### src/design/assert_macros.svh
// Assertion macros used by the top-level design file.
`ifndef ASSERT_MACROS_SVH
`define ASSERT_MACROS_SVH

// Same-cycle implication, disabled during reset.
`define ASSERT_IMP(lbl, clk, rst_n, ante, cons, msg) \
	lbl: assert property (@(posedge clk) disable iff (!rst_n) (ante) |-> (cons)) else $error(msg);

// Next-cycle implication, disabled during reset.
`define ASSERT_NXT(lbl, clk, rst_n, ante, cons, msg) \
	lbl: assert property (@(posedge clk) disable iff (!rst_n) (ante) |=> (cons)) else $error(msg);

`endif

### src/design/pbcq_link_mem.sv
// Block link store: next and prev pointers per block, field write enables.
module pbcq_link_mem #(
	parameter int DEPTH = 64,
	parameter int IDX_W = 6,
	parameter int PTR_W = 7
) (
	input  logic             clk,
	input  logic [IDX_W-1:0] raddr,
	output logic [PTR_W-1:0] rd_next,
	output logic [PTR_W-1:0] rd_prev,
	input  logic [IDX_W-1:0] waddr,
	input  logic             we_next,
	input  logic [PTR_W-1:0] wdata_next,
	input  logic             we_prev,
	input  logic [PTR_W-1:0] wdata_prev
);
	typedef struct packed {
		logic [PTR_W-1:0] next;
		logic [PTR_W-1:0] prev;
	} link_t;

	link_t mem [DEPTH];

	always_ff @(posedge clk) begin
		if (we_next) begin
			mem[waddr].next <= wdata_next;
		end
		if (we_prev) begin
			mem[waddr].prev <= wdata_prev;
		end
		rd_next <= mem[raddr].next;
		rd_prev <= mem[raddr].prev;
	end
endmodule

### config.mk
export PLATFORM = sky130hd
export DESIGN_NAME = pbcq_link_mem
export DESIGN_NICKNAME = d
export VERILOG_FILES = /design/src/design/assert_macros.svh /design/src/design/pbcq_link_mem.sv
export SDC_FILE = /design/constraint.sdc
export NUM_CORES = 1
export LEC_CHECK = 0
export ABC_AREA = 1
export BUFFER_PORTS_ARGS = -buffer_cell sky130_fd_sc_hd__buf_4
export CAP_MARGIN = 30
export CORE_MARGIN = 2
export CORE_UTILIZATION = 50
export CTS_CLUSTER_DIAMETER = 60
export DETAILED_ROUTE_END_ITERATION = 6
export PLACE_DENSITY = 0.62
export SYNTH_ARGS = -nofsm -noshare
export SYNTH_HDL_FRONTEND = slang
export SYNTH_SLANG_ARGS = --single-unit
### constraint.sdc
create_clock -name clk -period 2.4 [get_ports clk]
set_clock_uncertainty 0.05 [all_clocks]
set_input_delay 0.24 -clock clk [delete_from_list [all_inputs] [get_ports clk]]
set_output_delay 0.24 -clock clk [all_outputs]
set_load 0.03 [all_outputs]
* Word-level counts from Yosys, hierarchy flattened
Memories as Yosys holds them, arrays and structs flattened. A register that Yosys moved wholly into a read port is not among the register bits.
Index checks and enable logic that the tools add are counted.
** Word-level totals
- Bits in registers :: 0
- RAM bits :: 896
- Input bits :: 29
- Output and inout port bits :: 14
- Word-level logic and storage cells :: 5
- Memories :: 1
** Cells by class
- Muxes and demuxes :: 4
** Memory list
- mem :: depth 64, bits a word 14, read ports 1, clocked after memory_dff 1, wr ports 1, RTL line pbcq_link_mem.sv:22 : link_t mem [DEPTH];
** Operators by type and width (count)
- $mux W1 :: 4

* Depth between registers and ports, before layout
- Depth in word-level cells :: 2
- Depth in mapped cells :: 12

* Worst setup path before layout
No wires, ideal clock.
- Kind :: input to register
- Start point :: in waddr[3]
- End point :: mem mem[56][0] (netlist name), enable pin
- Setup time :: 0.380 ns
- Arrival time :: 1.497 ns
- Setup slack :: 0.473 ns
- Stages :: 4
- Buffers on the path :: 2
- Cell sequence :: clkbuf_1 -> nand3_1 -> clkbuf_1 -> nor3_1
** RTL lines
- start: declaration :: RTL line pbcq_link_mem.sv:11 : input logic [IDX_W-1:0] waddr,
- end: declaration :: RTL line pbcq_link_mem.sv:22
Straight into the memory's write port.

==> results.toml <==
[synthesis]
yosysWarnings = 0
synth-seq-cells = 910
synth_area_um2 = 37400
synth_top_area_frac = 0.719
synth_nets = 3216
synth_top_cell_by_area = "edfxtp_1"
synthCells = 3187
ys_seq_area_frac = 0.727
synth.distinct_cells = 19
synth.area.top_cells = "edfxtp_1 (72%), nand2_1 (11%), nand3_1 (10%), nor3_1 (1.5%), buf_6 (1.5%)"
syn_area_per_cell_um2 = 11.7

[grt]
antenna_found_initial = 3
grt_pass1_wl_um = 150000
grtUsageMet1 = 0.370
grtUsageMet3 = 0.0473
grt_use_met2 = 0.406
grt_start_max_net_pins = 82
grt_overflow_total = 0
grt_pass1_vias = 24400
grt.busiest_layer = "met2"
track_usage = 0.258

[worst_setup_path]
cp_slowest_cell = "buf_12"
cp-start-kind = "primary input"
crit_buf_inv = 4
worstSetupPathType = "primary input to flop"
reg2reg_depth = 8
slowest_delay_ps = 310
cp.required_ps = 2890
path_depth = 12
cp.arrival_ps = 2110
critPathMaxFanout = 64
end_kind = "flop"
critical_path.top_delay_family = "simple AND/OR/NAND/NOR gates"
worstPathCellList = "buf_8 -> clkinv_8 -> buf_12 -> buf_12 -> nand2_1 -> nand3_1 -> nand3_1 -> nand2_1 -> nand2_1 -> nand3_1 -> nand3_1 -> nand2_1"

[power]
pwr_density_cell_nw_per_um2 = 812
share_comb_of_total_power = 0.066
p_clk_frac = 0.422
internal_power_w = 0.0268
ir_drop_mv = 0.586
p_sw_frac = 0.224
total_power_w = 0.0345
p_sw_w = 0.00772
cellLeakagePower_nw = 15.4
seq_power_share = 0.512

[finish]
final_util = 0.571
layout_commonest_cell = "nand2_1"
drive_above_1_share = 0.110
stdcell_count = 4344
syn2layout_area_growth_pct = 13.4
fill_cells = 6068
final_cell_mix = "nand2_1 (1143), edfxtp_1 (896), nand3_1 (764)"
nNetsFinal = 3325

[cts]
cts_buffers = 93
root_buffer = "clkbuf_16"
clock-sinks = 910
worstSkewPairLatency_ps = 660
cts_setup_buffers = 0
htreeDepth = 3
clk_pin_slew_ps = 60
cts_tree = "yes"
clockBufferDepth = 3

[detailed_routing]
drt_wl_total_um = 99500
vias = 25100
drcViolationCount = 0
wire_per_inst_um = 22.9
dr.pass1.iters = 5
drt-initial-drc-count = 3040
viasPerCell = 5.78
drtAntennaViolNets = 0

[floorplan]
dieArea_um2 = 77000
initial_core_util = 0.503
core-area_um2 = 74300
rows = 100
die_x_um = 278
io_pins = 43
die_h_um = 278

[timing]
finalSetupViolations = 0
max_freq_mhz = 616
finalCriticalPeriod_ps = 1620
finalHoldViolCount = 0
max_slew_margin = 0.294
setup-tns-final_ps = 0
setup_slack_ps = 776
worst_pin_slew_ps = 1050
rsz0062_at_grt = "no"
slew_violations = 0
fin_crit_sh = 0.677

[min_path]
hold_depth = 1
hold_path_class = "primary input to flop"

[place]
dp_slack_ps = 120
post-place-cells = 4165
dp_hpwl_um = 58300
io_buffers = 42
gp_congestion = 0.845

[flow_run]
maxCapViolations = 0

[outcome]
status = "completed"
worst paths after layout:
kind / from / end / slack, ps
worst max register to register: mem[16][3]$_DFFE_PP_ / rd_prev[3]$_DFF_P_ / 890
worst min-delay path: wdata_next[4] / mem[23][11]$_DFFE_PP_ / 9
worst max-delay path: raddr[0] / rd_prev[4]$_DFF_P_ / 780
worst min register to register: mem[4][6]$_DFFE_PP_ / rd_prev[6]$_DFF_P_ / 760
routing by layer:
layer	up-vias	routed length [um]
li1	11500	-
met1	12200	41200
met2	1267	46300
met3	159	9760
met4	2	2220
met5	-	10
power by group through the flow:
stage	clock network (W)	registers [W]	logic (W)
after floorplan	0	0.0180	0.00124
after global placement	0	0.0180	0.00223
after detailed placement	0	0.0180	0.00226
final	0.0145	0.0176	0.00228
after CTS	0.0147	0.0176	0.00227
after global routing	0.0153	0.0176	0.00248
layout make-up:
type,count,area (um^2),area share
antenna,2,5.00,0.000118
clock buffer,123,2550,0.0602
clock inverter,49,522,0.0123
inverter,18,87.6,0.00206
multi-input combinational,2043,8780,0.207
sequential,910,27200,0.641
tap,969,1210,0.0286
timing repair buffer,230,2080,0.0489
worst register-to-register path, delay by kind of cell, from the launching register on:
family	cells	cell delay [ps]
flip-flops	1	380
AND/OR/NAND/NOR	8	970
kinds of logic (layout without fill, tap and decap cells):
| logic type | count (synthesis) | after routing | synth area share |
|---|---|---|---|
| other | 0 | 2 | 0 |
| DFF | 910 | 910 | 0.727 |
| and+or+nand+nor | 2043 | 2043 | 0.235 |
| buffers and inverters | 234 | 420 | 0.0388 |
registers in the layout, indices dropped and copies added (netlist names):
signal   cells
mem        896
rd_next      7
rd_prev      7
per-stage QoR:
step / hold WS [ps] / cell area (um^2)
CTS: 3.16 / 42400
floorplan: 289 / 37400
global placement: 591 / 39300
global route: 16.6 / 42400
detailed placement: 581 / 39300
finish: 9.45 / 42400
cell usage after synthesis:
library cell     n
nand2_1       1143
edfxtp_1       896
nand3_1        764
nor3_1         115
buf_2           92
buf_6           50
clkbuf_1        44
nor2_1          18
buf_4           16
dfxtp_1         14
buf_1           13
inv_2            8
inv_1            7
nand3b_1         2
buf_8            1
clkinv_1         1
inv_4            1
inv_8            1
nor3_2           1
what timing repair did:
action | CTS | global route
hold buffers | 2 | 0
hold endpoints to repair | 27 | 0
setup endpoints to repair | 0 | 0
gates resized for setup | 0 | 0
Note: power is estimated with default switching activity, not from simulation.
